===== config.mk =====
export PLATFORM = sky130hd
export DESIGN_NAME = coincidence_window_energy_summer_unit_flat
export DESIGN_NICKNAME = d
export VERILOG_FILES = /design/src/rtl/cwes_pkg.sv /design/src/rtl/cwes_hit_if.sv /design/src/rtl/cwes_res_if.sv /design/src/rtl/cwes_ctrl.sv /design/src/rtl/cwes_dp.sv /design/src/rtl/coincidence_window_energy_summer_unit.sv /design/src/flat_wrapper.sv
export SDC_FILE = /design/constraint.sdc
export NUM_CORES = 1
export LEC_CHECK = 0
export BUFFER_PORTS_ARGS = -buffer_cell sky130_fd_sc_hd__buf_2
export CAP_MARGIN = 30
export CORE_ASPECT_RATIO = 1.4
export CORE_MARGIN = 2
export CORE_UTILIZATION = 60
export CTS_CLUSTER_DIAMETER = 120
export DETAILED_ROUTE_END_ITERATION = 8
export GPL_ROUTABILITY_DRIVEN = 0
export PLACE_DENSITY_LB_ADDON = 0.2
export RECOVER_POWER = 50
export SYNTH_ARGS = -nofsm -noshare
export SYNTH_HDL_FRONTEND = slang
export SYNTH_SLANG_ARGS = --single-unit

===== constraint.sdc =====
create_clock -name i_clk -period 8.07 [get_ports i_clk]
set_input_delay 1.614 -clock i_clk [delete_from_list [all_inputs] [get_ports i_clk]]
set_output_delay 1.614 -clock i_clk [all_outputs]
set_load 0.05 [all_outputs]

===== src/rtl/cwes_pkg.sv =====
`timescale 1ns / 1ps
`default_nettype none
// ----------------------------------------------------------------------------
// Coincidence window energy summer package
// Shared widths, register indexes and controller/datapath bundles.
// ----------------------------------------------------------------------------
package cwes_pkg;

    // Number of crystal channels
    localparam int CHANNELS = 12;
    localparam int IDX_W    = (CHANNELS > 1) ? $clog2(CHANNELS) : 1;

    // Field widths
    localparam int CH_W     = 4;
    localparam int ENERGY_W = 24;
    localparam int TIME_W   = 40;
    localparam int SUM_W    = 32;
    localparam int CFG_W    = 32;

    // Reset values of the configuration registers
    localparam logic [CFG_W-1:0] WINDOW_RESET    = 32'd400000;
    localparam logic [CFG_W-1:0] THRESHOLD_RESET = 32'd50000;

    typedef logic [IDX_W-1:0] t_idx;

    localparam t_idx LAST_IDX = t_idx'(CHANNELS - 1);

    // Configuration register indexes
    typedef enum logic {
        CFG_WINDOW    = 1'b0,
        CFG_THRESHOLD = 1'b1
    } t_cfg_idx;

    // Input item kinds
    typedef enum logic {
        KIND_HIT = 1'b0,
        KIND_EOE = 1'b1
    } t_kind;

    // Controller to datapath commands
    typedef struct packed {
        logic capture;   // latch the accepted hit
        logic check;     // window check and reference latch
        logic add;       // accumulate into the channel sum
        logic load;      // load one result into the output register
        logic clear;     // clear sums and reference
        t_idx rd_idx;    // channel being read out
        logic last;      // final result of the event
    } t_cmd;

    // Datapath to controller status
    typedef struct packed {
        logic slot_free; // output register can take a result this cycle
    } t_sts;

endpackage

`default_nettype wire


===== src/rtl/cwes_hit_if.sv =====
`timescale 1ns / 1ps
`default_nettype none
// ----------------------------------------------------------------------------
// Hit input channel
// Valid/ready channel carrying one hit or end-of-event item.
// ----------------------------------------------------------------------------
interface cwes_hit_if;
    logic                          valid;
    logic                          ready;
    logic                          kind;
    logic [cwes_pkg::CH_W-1:0]     channel;
    logic [cwes_pkg::ENERGY_W-1:0] energy_ev;
    logic [cwes_pkg::TIME_W-1:0]   time_ps;

    modport source (output valid, kind, channel, energy_ev, time_ps, input ready);
    modport sink   (input valid, kind, channel, energy_ev, time_ps, output ready);
endinterface

`default_nettype wire


===== src/rtl/cwes_res_if.sv =====
`timescale 1ns / 1ps
`default_nettype none
// ----------------------------------------------------------------------------
// Result output channel
// Valid/ready channel carrying one per-channel energy sum item.
// ----------------------------------------------------------------------------
interface cwes_res_if;
    logic                       valid;
    logic                       ready;
    logic [cwes_pkg::CH_W-1:0]  out_channel;
    logic [cwes_pkg::SUM_W-1:0] energy_sum_ev;
    logic                       above_threshold;
    logic                       last;

    modport source (output valid, out_channel, energy_sum_ev, above_threshold, last,
                    input ready);
    modport sink   (input valid, out_channel, energy_sum_ev, above_threshold, last,
                    output ready);
endinterface

`default_nettype wire


===== src/rtl/cwes_ctrl.sv =====
`timescale 1ns / 1ps
`default_nettype none
// ----------------------------------------------------------------------------
// Coincidence window energy summer controller
// Sequences hit processing and the per-channel readout of an event.
// ----------------------------------------------------------------------------
module cwes_ctrl (
    input  wire logic             i_clk,
    input  wire logic             i_rst_n,
    input  wire logic             i_in_valid,
    input  wire logic             i_in_kind,
    output logic                  o_in_ready,
    input  wire cwes_pkg::t_sts   i_sts,
    output cwes_pkg::t_cmd        o_cmd
);

    typedef enum logic [1:0] {
        ST_IDLE,
        ST_CHECK,
        ST_ADD,
        ST_EMIT
    } t_state;

    t_state          r_state, n_state;
    cwes_pkg::t_idx  r_cnt, n_cnt;
    logic            accept;

    assign o_in_ready = (r_state == ST_IDLE);
    assign accept     = i_in_valid && o_in_ready;

    // Decode commands and next state
    always_comb begin
        n_state      = r_state;
        n_cnt        = r_cnt;
        o_cmd        = '0;
        o_cmd.rd_idx = r_cnt;
        o_cmd.last   = (r_cnt == cwes_pkg::LAST_IDX);
        case (r_state)
            ST_IDLE: begin
                if (accept) begin
                    if (i_in_kind == cwes_pkg::KIND_EOE) begin
                        n_state = ST_EMIT;
                        n_cnt   = '0;
                    end else begin
                        o_cmd.capture = 1'b1;
                        n_state       = ST_CHECK;
                    end
                end
            end
            ST_CHECK: begin
                o_cmd.check = 1'b1;
                n_state     = ST_ADD;
            end
            ST_ADD: begin
                o_cmd.add = 1'b1;
                n_state   = ST_IDLE;
            end
            ST_EMIT: begin
                if (i_sts.slot_free) begin
                    o_cmd.load = 1'b1;
                    if (r_cnt == cwes_pkg::LAST_IDX) begin
                        o_cmd.clear = 1'b1;
                        n_state     = ST_IDLE;
                    end else begin
                        n_cnt = r_cnt + 1'b1;
                    end
                end
            end
            default: begin
                n_state = ST_IDLE;
            end
        endcase
    end

    // Hold state and readout counter
    always_ff @(posedge i_clk) begin
        if (!i_rst_n) begin
            r_state <= ST_IDLE;
            r_cnt   <= '0;
        end else begin
            r_state <= n_state;
            r_cnt   <= n_cnt;
        end
    end

endmodule

`default_nettype wire


===== src/rtl/cwes_dp.sv =====
`timescale 1ns / 1ps
`default_nettype none
// ----------------------------------------------------------------------------
// Coincidence window energy summer datapath
// Channel sums, reference time, window check and the output register.
// ----------------------------------------------------------------------------
module cwes_dp (
    input  wire logic                          i_clk,
    input  wire logic                          i_rst_n,
    input  wire logic                          i_cfg_we,
    input  wire logic                          i_cfg_index,
    input  wire logic [cwes_pkg::CFG_W-1:0]    i_cfg_data,
    input  wire logic [cwes_pkg::CH_W-1:0]     i_channel,
    input  wire logic [cwes_pkg::ENERGY_W-1:0] i_energy_ev,
    input  wire logic [cwes_pkg::TIME_W-1:0]   i_time_ps,
    input  wire cwes_pkg::t_cmd                i_cmd,
    output cwes_pkg::t_sts                     o_sts,
    input  wire logic                          i_out_ready,
    output logic                               o_out_valid,
    output logic [cwes_pkg::CH_W-1:0]          o_out_channel,
    output logic [cwes_pkg::SUM_W-1:0]         o_energy_sum_ev,
    output logic                               o_above_threshold,
    output logic                               o_last
);

    // Configuration
    logic [cwes_pkg::CFG_W-1:0]    r_window;
    logic [cwes_pkg::CFG_W-1:0]    r_threshold;

    // Event state
    logic [cwes_pkg::SUM_W-1:0]    r_sums [cwes_pkg::CHANNELS];
    logic [cwes_pkg::TIME_W-1:0]   r_ref_time;
    logic                          r_ref_valid;

    // Captured hit
    logic [cwes_pkg::CH_W-1:0]     r_channel;
    logic [cwes_pkg::ENERGY_W-1:0] r_energy;
    logic [cwes_pkg::TIME_W-1:0]   r_time;
    logic                          r_ok;

    // Output register
    logic                          r_out_valid;
    logic [cwes_pkg::CH_W-1:0]     r_out_channel;
    logic [cwes_pkg::SUM_W-1:0]    r_out_sum;
    logic                          r_out_above;
    logic                          r_out_last;

    logic                          in_range;
    logic [cwes_pkg::TIME_W-1:0]   eff_ref;
    logic [cwes_pkg::TIME_W-1:0]   time_gap;
    logic                          in_window;
    cwes_pkg::t_idx                hit_idx;
    logic [cwes_pkg::SUM_W:0]      wide_sum;
    logic [cwes_pkg::SUM_W-1:0]    sat_sum;
    logic [cwes_pkg::SUM_W-1:0]    rd_sum;

    // Window check: first hit of the event is its own reference
    assign in_range  = ({2'b00, r_channel} < 6'(cwes_pkg::CHANNELS));
    assign eff_ref   = r_ref_valid ? r_ref_time : r_time;
    assign time_gap  = (r_time >= eff_ref) ? (r_time - eff_ref) : (eff_ref - r_time);
    assign in_window = (time_gap <= {8'd0, r_window});

    // Saturating accumulate
    assign hit_idx  = cwes_pkg::t_idx'(r_channel);
    assign wide_sum = {1'b0, r_sums[hit_idx]} + {9'd0, r_energy};
    assign sat_sum  = wide_sum[cwes_pkg::SUM_W] ? '1 : wide_sum[cwes_pkg::SUM_W-1:0];

    // Readout
    assign rd_sum          = r_sums[i_cmd.rd_idx];
    assign o_sts.slot_free = !r_out_valid || i_out_ready;

    // Write configuration registers
    always_ff @(posedge i_clk) begin
        if (!i_rst_n) begin
            r_window    <= cwes_pkg::WINDOW_RESET;
            r_threshold <= cwes_pkg::THRESHOLD_RESET;
        end else if (i_cfg_we) begin
            case (i_cfg_index)
                cwes_pkg::CFG_WINDOW:    r_window    <= i_cfg_data;
                cwes_pkg::CFG_THRESHOLD: r_threshold <= i_cfg_data;
                default: begin
                end
            endcase
        end
    end

    // Latch the hit and the window decision
    always_ff @(posedge i_clk) begin
        if (i_cmd.capture) begin
            r_channel <= i_channel;
            r_energy  <= i_energy_ev;
            r_time    <= i_time_ps;
        end
        if (i_cmd.check) begin
            r_ok <= in_range && in_window;
        end
    end

    // Update sums and reference; clear at end of event
    always_ff @(posedge i_clk) begin
        if (!i_rst_n || i_cmd.clear) begin
            for (int c = 0; c < cwes_pkg::CHANNELS; c++) begin
                r_sums[c] <= '0;
            end
            r_ref_time  <= '0;
            r_ref_valid <= 1'b0;
        end else begin
            if (i_cmd.check && in_range && !r_ref_valid) begin
                r_ref_time  <= r_time;
                r_ref_valid <= 1'b1;
            end
            if (i_cmd.add && r_ok) begin
                r_sums[hit_idx] <= sat_sum;
            end
        end
    end

    // Output register: load a result or drop it once taken
    always_ff @(posedge i_clk) begin
        if (!i_rst_n) begin
            r_out_valid <= 1'b0;
        end else if (i_cmd.load) begin
            r_out_valid <= 1'b1;
        end else if (i_out_ready) begin
            r_out_valid <= 1'b0;
        end
    end

    always_ff @(posedge i_clk) begin
        if (i_cmd.load) begin
            r_out_channel <= cwes_pkg::CH_W'(i_cmd.rd_idx);
            r_out_sum     <= rd_sum;
            r_out_above   <= (rd_sum > r_threshold);
            r_out_last    <= i_cmd.last;
        end
    end

    assign o_out_valid       = r_out_valid;
    assign o_out_channel     = r_out_channel;
    assign o_energy_sum_ev   = r_out_sum;
    assign o_above_threshold = r_out_above;
    assign o_last            = r_out_last;

endmodule

`default_nettype wire


===== src/rtl/coincidence_window_energy_summer_unit.sv =====
`timescale 1ns / 1ps
`default_nettype none
// ----------------------------------------------------------------------------
// Coincidence window energy summer
// Builds windowed per-channel energy sums for a crystal array event.
// ----------------------------------------------------------------------------
// A hit item passes through accept, window check against the event's
// reference time, then a saturating add into that channel's sum; the next
// item is accepted once the add is done. An accepted end-of-event item
// drives one result per channel, one per cycle while the sink takes them;
// the single output register sets that pace. Sums and the reference are
// cleared with the load of the last result, and the next event's hits may
// enter while that result still waits.
module coincidence_window_energy_summer_unit (
    input  wire logic                       i_clk,
    input  wire logic                       i_rst_n,
    input  wire logic                       i_cfg_we,
    input  wire logic                       i_cfg_index,
    input  wire logic [cwes_pkg::CFG_W-1:0] i_cfg_data,
    cwes_hit_if.sink                        i_hit,
    cwes_res_if.source                      o_res
);

    cwes_pkg::t_cmd cmd;
    cwes_pkg::t_sts sts;

    cwes_ctrl u_ctrl (
        .i_clk      (i_clk),
        .i_rst_n    (i_rst_n),
        .i_in_valid (i_hit.valid),
        .i_in_kind  (i_hit.kind),
        .o_in_ready (i_hit.ready),
        .i_sts      (sts),
        .o_cmd      (cmd)
    );

    cwes_dp u_dp (
        .i_clk             (i_clk),
        .i_rst_n           (i_rst_n),
        .i_cfg_we          (i_cfg_we),
        .i_cfg_index       (i_cfg_index),
        .i_cfg_data        (i_cfg_data),
        .i_channel         (i_hit.channel),
        .i_energy_ev       (i_hit.energy_ev),
        .i_time_ps         (i_hit.time_ps),
        .i_cmd             (cmd),
        .o_sts             (sts),
        .i_out_ready       (o_res.ready),
        .o_out_valid       (o_res.valid),
        .o_out_channel     (o_res.out_channel),
        .o_energy_sum_ev   (o_res.energy_sum_ev),
        .o_above_threshold (o_res.above_threshold),
        .o_last            (o_res.last)
    );

    // The last result always belongs to the highest channel
    a_last_channel: assert property (@(posedge i_clk) disable iff (!i_rst_n)
        (o_res.valid && o_res.last) |->
            (o_res.out_channel == cwes_pkg::CH_W'(cwes_pkg::CHANNELS - 1)))
        else $error("last result not on highest channel");

    // Readout never names a channel that does not exist
    a_channel_range: assert property (@(posedge i_clk) disable iff (!i_rst_n)
        o_res.valid |-> ({2'b00, o_res.out_channel} < 6'(cwes_pkg::CHANNELS)))
        else $error("result channel out of range");

    // An accepted end of event blocks further input while it is read out
    a_eoe_blocks: assert property (@(posedge i_clk) disable iff (!i_rst_n)
        (i_hit.valid && i_hit.ready && (i_hit.kind == cwes_pkg::KIND_EOE))
            |=> !i_hit.ready)
        else $error("input accepted during readout");

    // A hit keeps the input closed for its check and add cycles
    a_hit_blocks: assert property (@(posedge i_clk) disable iff (!i_rst_n)
        (i_hit.valid && i_hit.ready && (i_hit.kind == cwes_pkg::KIND_HIT))
            |=> (!i_hit.ready ##1 !i_hit.ready))
        else $error("input accepted during hit processing");

endmodule

`default_nettype wire


===== src/flat_wrapper.sv =====
// flat-port wrapper written by rule: the top's interface ports become plain ports
module coincidence_window_energy_summer_unit_flat 
  (i_clk, i_rst_n, i_cfg_we, i_cfg_index, i_cfg_data, i_hit_valid, i_hit_kind, i_hit_channel, i_hit_energy_ev, i_hit_time_ps, i_hit_ready, o_res_valid, o_res_out_channel, o_res_energy_sum_ev, o_res_above_threshold, o_res_last, o_res_ready);
  cwes_hit_if i_hit_i ();
  cwes_res_if o_res_i ();
  input  wire logic i_clk;
  input  wire logic i_rst_n;
  input  wire logic i_cfg_we;
  input  wire logic i_cfg_index;
  input  wire logic [cwes_pkg::CFG_W-1:0] i_cfg_data;
  input wire logic [$bits(i_hit_i.valid)-1:0] i_hit_valid;
  input wire logic [$bits(i_hit_i.kind)-1:0] i_hit_kind;
  input wire logic [$bits(i_hit_i.channel)-1:0] i_hit_channel;
  input wire logic [$bits(i_hit_i.energy_ev)-1:0] i_hit_energy_ev;
  input wire logic [$bits(i_hit_i.time_ps)-1:0] i_hit_time_ps;
  output wire logic [$bits(i_hit_i.ready)-1:0] i_hit_ready;
  output wire logic [$bits(o_res_i.valid)-1:0] o_res_valid;
  output wire logic [$bits(o_res_i.out_channel)-1:0] o_res_out_channel;
  output wire logic [$bits(o_res_i.energy_sum_ev)-1:0] o_res_energy_sum_ev;
  output wire logic [$bits(o_res_i.above_threshold)-1:0] o_res_above_threshold;
  output wire logic [$bits(o_res_i.last)-1:0] o_res_last;
  input wire logic [$bits(o_res_i.ready)-1:0] o_res_ready;
  assign i_hit_i.valid = i_hit_valid;
  assign i_hit_i.kind = i_hit_kind;
  assign i_hit_i.channel = i_hit_channel;
  assign i_hit_i.energy_ev = i_hit_energy_ev;
  assign i_hit_i.time_ps = i_hit_time_ps;
  assign i_hit_ready = i_hit_i.ready;
  assign o_res_valid = o_res_i.valid;
  assign o_res_out_channel = o_res_i.out_channel;
  assign o_res_energy_sum_ev = o_res_i.energy_sum_ev;
  assign o_res_above_threshold = o_res_i.above_threshold;
  assign o_res_last = o_res_i.last;
  assign o_res_i.ready = o_res_ready;
  coincidence_window_energy_summer_unit u_core (.i_clk(i_clk), .i_rst_n(i_rst_n), .i_cfg_we(i_cfg_we), .i_cfg_index(i_cfg_index), .i_cfg_data(i_cfg_data), .i_hit(i_hit_i), .o_res(o_res_i));
endmodule

==> results_tabular.tex <==
\begin{tabular}{lr}
\hline
Metric & Value \\
\hline
\multicolumn{2}{l}{\textbf{Status}} \\
\quad Status & finished with violations \\
\quad Violations in the final reports & capacitance limit, slew limit \\
\multicolumn{2}{l}{\textbf{Synth}} \\
\quad Fraction of post-synthesis cell area in the top cell type by area & between 40\% and 50\% \\
\quad Post-synthesis average cell area & approximately 12 um\^{}2 \\
\quad Total standard cell area after synthesis & approximately 41,000 um\^{}2 \\
\quad Post-synth top cells & sky130\_fd\_sc\_hd\_\_edfxtp\_1, sky130\_fd\_sc\_hd\_\_nor2\_1, sky130\_fd\_sc\_hd\_\_nand2\_1 \\
\quad Yosys synthesis warning count & 0 \\
\quad Share of the yosys chip area belonging to registers & approximately half \\
\quad Count of different cell masters after synthesis & 84 \\
\quad Synthesis-stage register bit count & about 740 \\
\quad Post-synth top area cell & sky130\_fd\_sc\_hd\_\_edfxtp\_1 \\
\quad Most numerous cell in the Yosys netlist & sky130\_fd\_sc\_hd\_\_edfxtp\_1 \\
\quad Number of synthesized flops with an enable pin & 619 \\
\quad Gate count of the mapped netlist & roughly 3,400 \\
\quad Most area-consuming cells after synthesis & sky130\_fd\_sc\_hd\_\_edfxtp\_1, sky130\_fd\_sc\_hd\_\_mux4\_2, sky130\_fd\_sc\_hd\_\_dfxtp\_1 \\
\quad Synthesized net count & $\sim$3,700 \\
\quad Most used DFF post-synth & sky130\_fd\_sc\_hd\_\_edfxtp\_1 \\
\quad Proportion of register bits with asynchronous set or reset after synthesis & 0\% \\
\multicolumn{2}{l}{\textbf{Final layout}} \\
\quad Post-layout instance count excluding filler cells & around 4,400 \\
\quad Layout net count & between 3,000 and 4,000 \\
\quad FF+latch area & between 20,000 and 25,000 um\^{}2 \\
\quad Area taken by multi-input logic gates & around 19,000 um\^{}2 \\
\quad Post-route cell area & $\sim$45,000 um\^{}2 \\
\quad Filler cell count in the final layout & just under 5,000 \\
\quad Share of layout cells above drive strength 1 & a little under a fifth \\
\quad Post-synthesis to final-layout area growth & 9.04\% \\
\multicolumn{2}{l}{\textbf{Drt}} \\
\quad Length of the first detailed-routing pass in iterations & 7 \\
\quad Number of vias per cell & 6.91 \\
\quad 1st-iter DRT viols & approximately 3,700 \\
\quad Average wire per standard cell & between 20 and 30 um \\
\quad Post-route ant nets & 0 \\
\quad Detailed-route DRC error count & 0 \\
\quad Total number of vias & just over 30,000 \\
\quad Post-Route WL & 132 mm \\
\multicolumn{2}{l}{\textbf{STA}} \\
\quad Hold slack & between 0.4 and 0.5 ns \\
\quad Worst setup slack after layout & 0.609 ns \\
\quad Final sum of negative setup slack & 0 ns \\
\quad Final critical-path required period & 7.46 ns \\
\quad Worst-case clock skew & roughly 0.030 ns \\
\quad Final setup vio count & 0 \\
\quad Worst relative slew slack & -121\% \\
\quad Fin crit share & around 92\% \\
\quad Transition at the pin with the smallest max-transition slack & 3.32 ns \\
\quad Final Hold Violating Endpoints & 0 \\
\quad Final-report max-slew violation count & approximately 340 \\
\quad RSZ-0062 raised after global routing & no \\
\quad Max Freq & about 130 MHz \\
\multicolumn{2}{l}{\textbf{Clock network}} \\
\quad Number of buffers inserted during clock tree synthesis & 73 \\
\quad Buffers from clock root to sink, at most & 3 \\
\quad Source-to-sink clock delay at the later pin of the worst-skew pair & 0.64 ns \\
\quad Number of hold buffers added after CTS & 0 \\
\quad Number of setup buffers added after CTS & 0 \\
\quad \# resized after CTS & 0 \\
\quad Number of H-tree branching levels & 3 \\
\quad Total clock sinks & approximately 740 \\
\quad TritonCTS clock tree & built \\
\quad Clock-pin slew reported for the worst setup and hold paths after clock tree synthesis & roughly 0.06 ns \\
\quad Clock root cell & sky130\_fd\_sc\_hd\_\_clkbuf\_16 \\
\multicolumn{2}{l}{\textbf{Floorplanning}} \\
\quad Chip Height & $\sim$310 um \\
\quad Die Outline Area & 71,000 um\^{}2 \\
\quad Site Rows & 113 \\
\quad Io pins & about 150 \\
\quad Core region area & approximately 68,000 um\^{}2 \\
\quad DIE WIDTH & around 230 um \\
\quad Initial Util & 60.7\% \\
\multicolumn{2}{l}{\textbf{GRT}} \\
\quad Aggregate global routing overflow & 0 \\
\quad GRT Resource Usage Total & 38.2\% \\
\quad Wire length of the first global-routing pass & about 200 mm \\
\quad Vias in the first global route & between 30,000 and 40,000 \\
\quad Met2 track demand over resource & approximately 62\% \\
\quad Largest net degree at the start of global routing & approximately 100 \\
\quad Met3 GRT Util & between 10\% and 20\% \\
\quad Antenna violations before repair & 8 \\
\quad Layer with the highest usage & met2 \\
\quad Grt met1 use & 40.8\% \\
\multicolumn{2}{l}{\textbf{Setup path}} \\
\quad Crit-path slowest cell & sky130\_fd\_sc\_hd\_\_clkbuf\_1 \\
\quad Critical path class & input pin to flip-flop \\
\quad Setup crit start kind & input pin \\
\quad Required @ worst endpoint & between 8 and 9 ns \\
\quad R2r setup slk & 1.30 ns \\
\quad Critical path capture point type & flip-flop \\
\quad Largest fanout on the critical path & 73 \\
\quad Worst-path cell chain & buf\_2, clkbuf\_1, nand4b\_1, nor3\_1, nand2\_1, nand2\_1, clkbuf\_1 \\
\quad Maximum cell stage delay along the critical path & 1.97 ns \\
\quad Critical path data arrival time & 7.64 ns \\
\multicolumn{2}{l}{\textbf{Pwr}} \\
\quad Standby leakage power & 16.4 nW \\
\quad Ratio of total power to cell area & between 200 and 250 nW/um\^{}2 \\
\quad Max IR drop VDD & approximately 150 uV \\
\multicolumn{2}{l}{\textbf{Placed design}} \\
\quad Count of buffers from port buffering & 146 \\
\quad Post-DP HPWL & between 80 and 90 mm \\
\quad Post-placement worst setup slack & 1.57 ns \\
\quad Post-Place Cell Area & between 40,000 and 50,000 um\^{}2 \\
\quad Placed Cells & 4,283 \\
\multicolumn{2}{l}{\textbf{Run}} \\
\quad Max-cap violations & 10 \\
\multicolumn{2}{l}{\textbf{Hold path}} \\
\quad Worst min path class & flip-flop to flip-flop \\
\hline
\end{tabular}
final cells by class:
| cell class | count | area share [%] |
|---|---|---|
| well taps | 920 | 2.56 |
| clock buffers | 94 | 4.49 |
| repair buffers | 218 | 2.75 |
| flip-flops and latches | 739 | 46.6 |
| inverters | 200 | 1.67 |
| clock inverters | 36 | 0.689 |
| diodes | 7 | 0.0389 |
| multi-input cells | 2214 | 41.2 |
worst paths after layout:
kind	endpoint	start	cells after the start
worst min-delay path	u_core.u_dp.r_ref_time[39]	u_core.u_dp.r_ref_time[39]	2
worst max-delay path	u_core.u_dp.r_sums[2][12]	i_rst_n	7
worst min register to register	u_core.u_dp.r_ref_time[39]	u_core.u_dp.r_ref_time[39]	2
worst max register to register	u_core.u_dp.r_ok	u_core.u_dp.r_ref_valid	25
cell usage in the layout, fill, tap and decap left out, types with 7 or more instances in the layout:
master / count
sky130_fd_sc_hd__a211oi_1: 17
sky130_fd_sc_hd__a21boi_0: 58
sky130_fd_sc_hd__a21o_1: 47
sky130_fd_sc_hd__a21oi_1: 204
sky130_fd_sc_hd__a221oi_1: 7
sky130_fd_sc_hd__a31oi_1: 14
sky130_fd_sc_hd__and2_1: 10
sky130_fd_sc_hd__and3_1: 9
sky130_fd_sc_hd__buf_2: 93
sky130_fd_sc_hd__buf_4: 47
sky130_fd_sc_hd__clkbuf_1: 79
sky130_fd_sc_hd__clkbuf_16: 77
sky130_fd_sc_hd__clkinv_1: 10
sky130_fd_sc_hd__clkinv_2: 10
sky130_fd_sc_hd__dfxtp_1: 112
sky130_fd_sc_hd__diode_2: 7
sky130_fd_sc_hd__edfxtp_1: 619
sky130_fd_sc_hd__ha_1: 168
sky130_fd_sc_hd__inv_1: 198
sky130_fd_sc_hd__mux2_2: 8
sky130_fd_sc_hd__mux2i_1: 12
sky130_fd_sc_hd__mux4_2: 312
sky130_fd_sc_hd__nand2_1: 348
sky130_fd_sc_hd__nand2b_1: 19
sky130_fd_sc_hd__nand3_1: 25
sky130_fd_sc_hd__nand4_1: 43
sky130_fd_sc_hd__nor2_1: 425
sky130_fd_sc_hd__nor2_2: 20
sky130_fd_sc_hd__nor2b_1: 28
sky130_fd_sc_hd__nor3_1: 52
sky130_fd_sc_hd__o2111ai_1: 7
sky130_fd_sc_hd__o211ai_1: 27
sky130_fd_sc_hd__o21a_1: 63
sky130_fd_sc_hd__o21ai_0: 97
sky130_fd_sc_hd__o21bai_1: 18
sky130_fd_sc_hd__or3_1: 11
sky130_fd_sc_hd__xnor2_1: 36
sky130_fd_sc_hd__xor2_1: 18
through the flow:
step	utilization, %	total power, mW
final	66.2	9.83
after global routing	66.2	10.1
after CTS	66.4	9.74
after detailed placement	62.9	6.40
after global placement	62.8	6.33
after floorplan	-	5.84
registers in the layout, summed over array words and instances (netlist names), named ones only:
| signal | flops |
|---|---|
| u_core.u_dp.o_energy_sum_ev | 32 |
| u_core.u_dp.o_out_channel | 4 |
| u_core.u_dp.r_window | 32 |
| u_core.u_ctrl.r_cnt | 4 |
| u_core.u_dp.r_threshold | 32 |
| u_core.u_dp.o_out_valid | 1 |
| u_core.u_ctrl.r_state | 2 |
| u_core.u_dp.r_energy | 24 |
| u_core.u_dp.r_ref_time | 40 |
| u_core.u_dp.hit_idx | 4 |
| u_core.u_dp.o_above_threshold | 1 |
| u_core.u_dp.r_ref_valid | 1 |
| u_core.u_dp.r_time | 40 |
| u_core.u_dp.r_sums | 512 |
| u_core.u_dp.r_ok | 1 |
| u_core.u_dp.o_last | 1 |
logic make-up after synthesis:
logic type      share of synthesized area (%)
xor+xnor                                 1.19
mux                                      18.0
compound gates                           9.68
buf+inv                                  4.38
fa+ha+maj                                5.23
flops                                    50.8
simple gates                             10.7
worst max-delay path: cells and delay by family:
kind	cells	cell delay, ns
buffers and inverters	3	3.87
AND/OR/NAND/NOR	4	2.10
layer usage:
metal	share of wire, %	wire, um
met1	31	40600
met2	48	63200
met3	11	14900
met4	10	13600
met5	0.020	26
where the power goes:
| group | switching [mW] | leakage [nW] | internal [mW] |
|---|---|---|---|
| logic | 1.33 | 8.18 | 0.686 |
| clock network | 1.48 | 1.14 | 1.90 |
| registers | 0.100 | 7.08 | 4.32 |
| total | 2.92 | 16.4 | 6.91 |
Power figures use the tool's default switching activity.
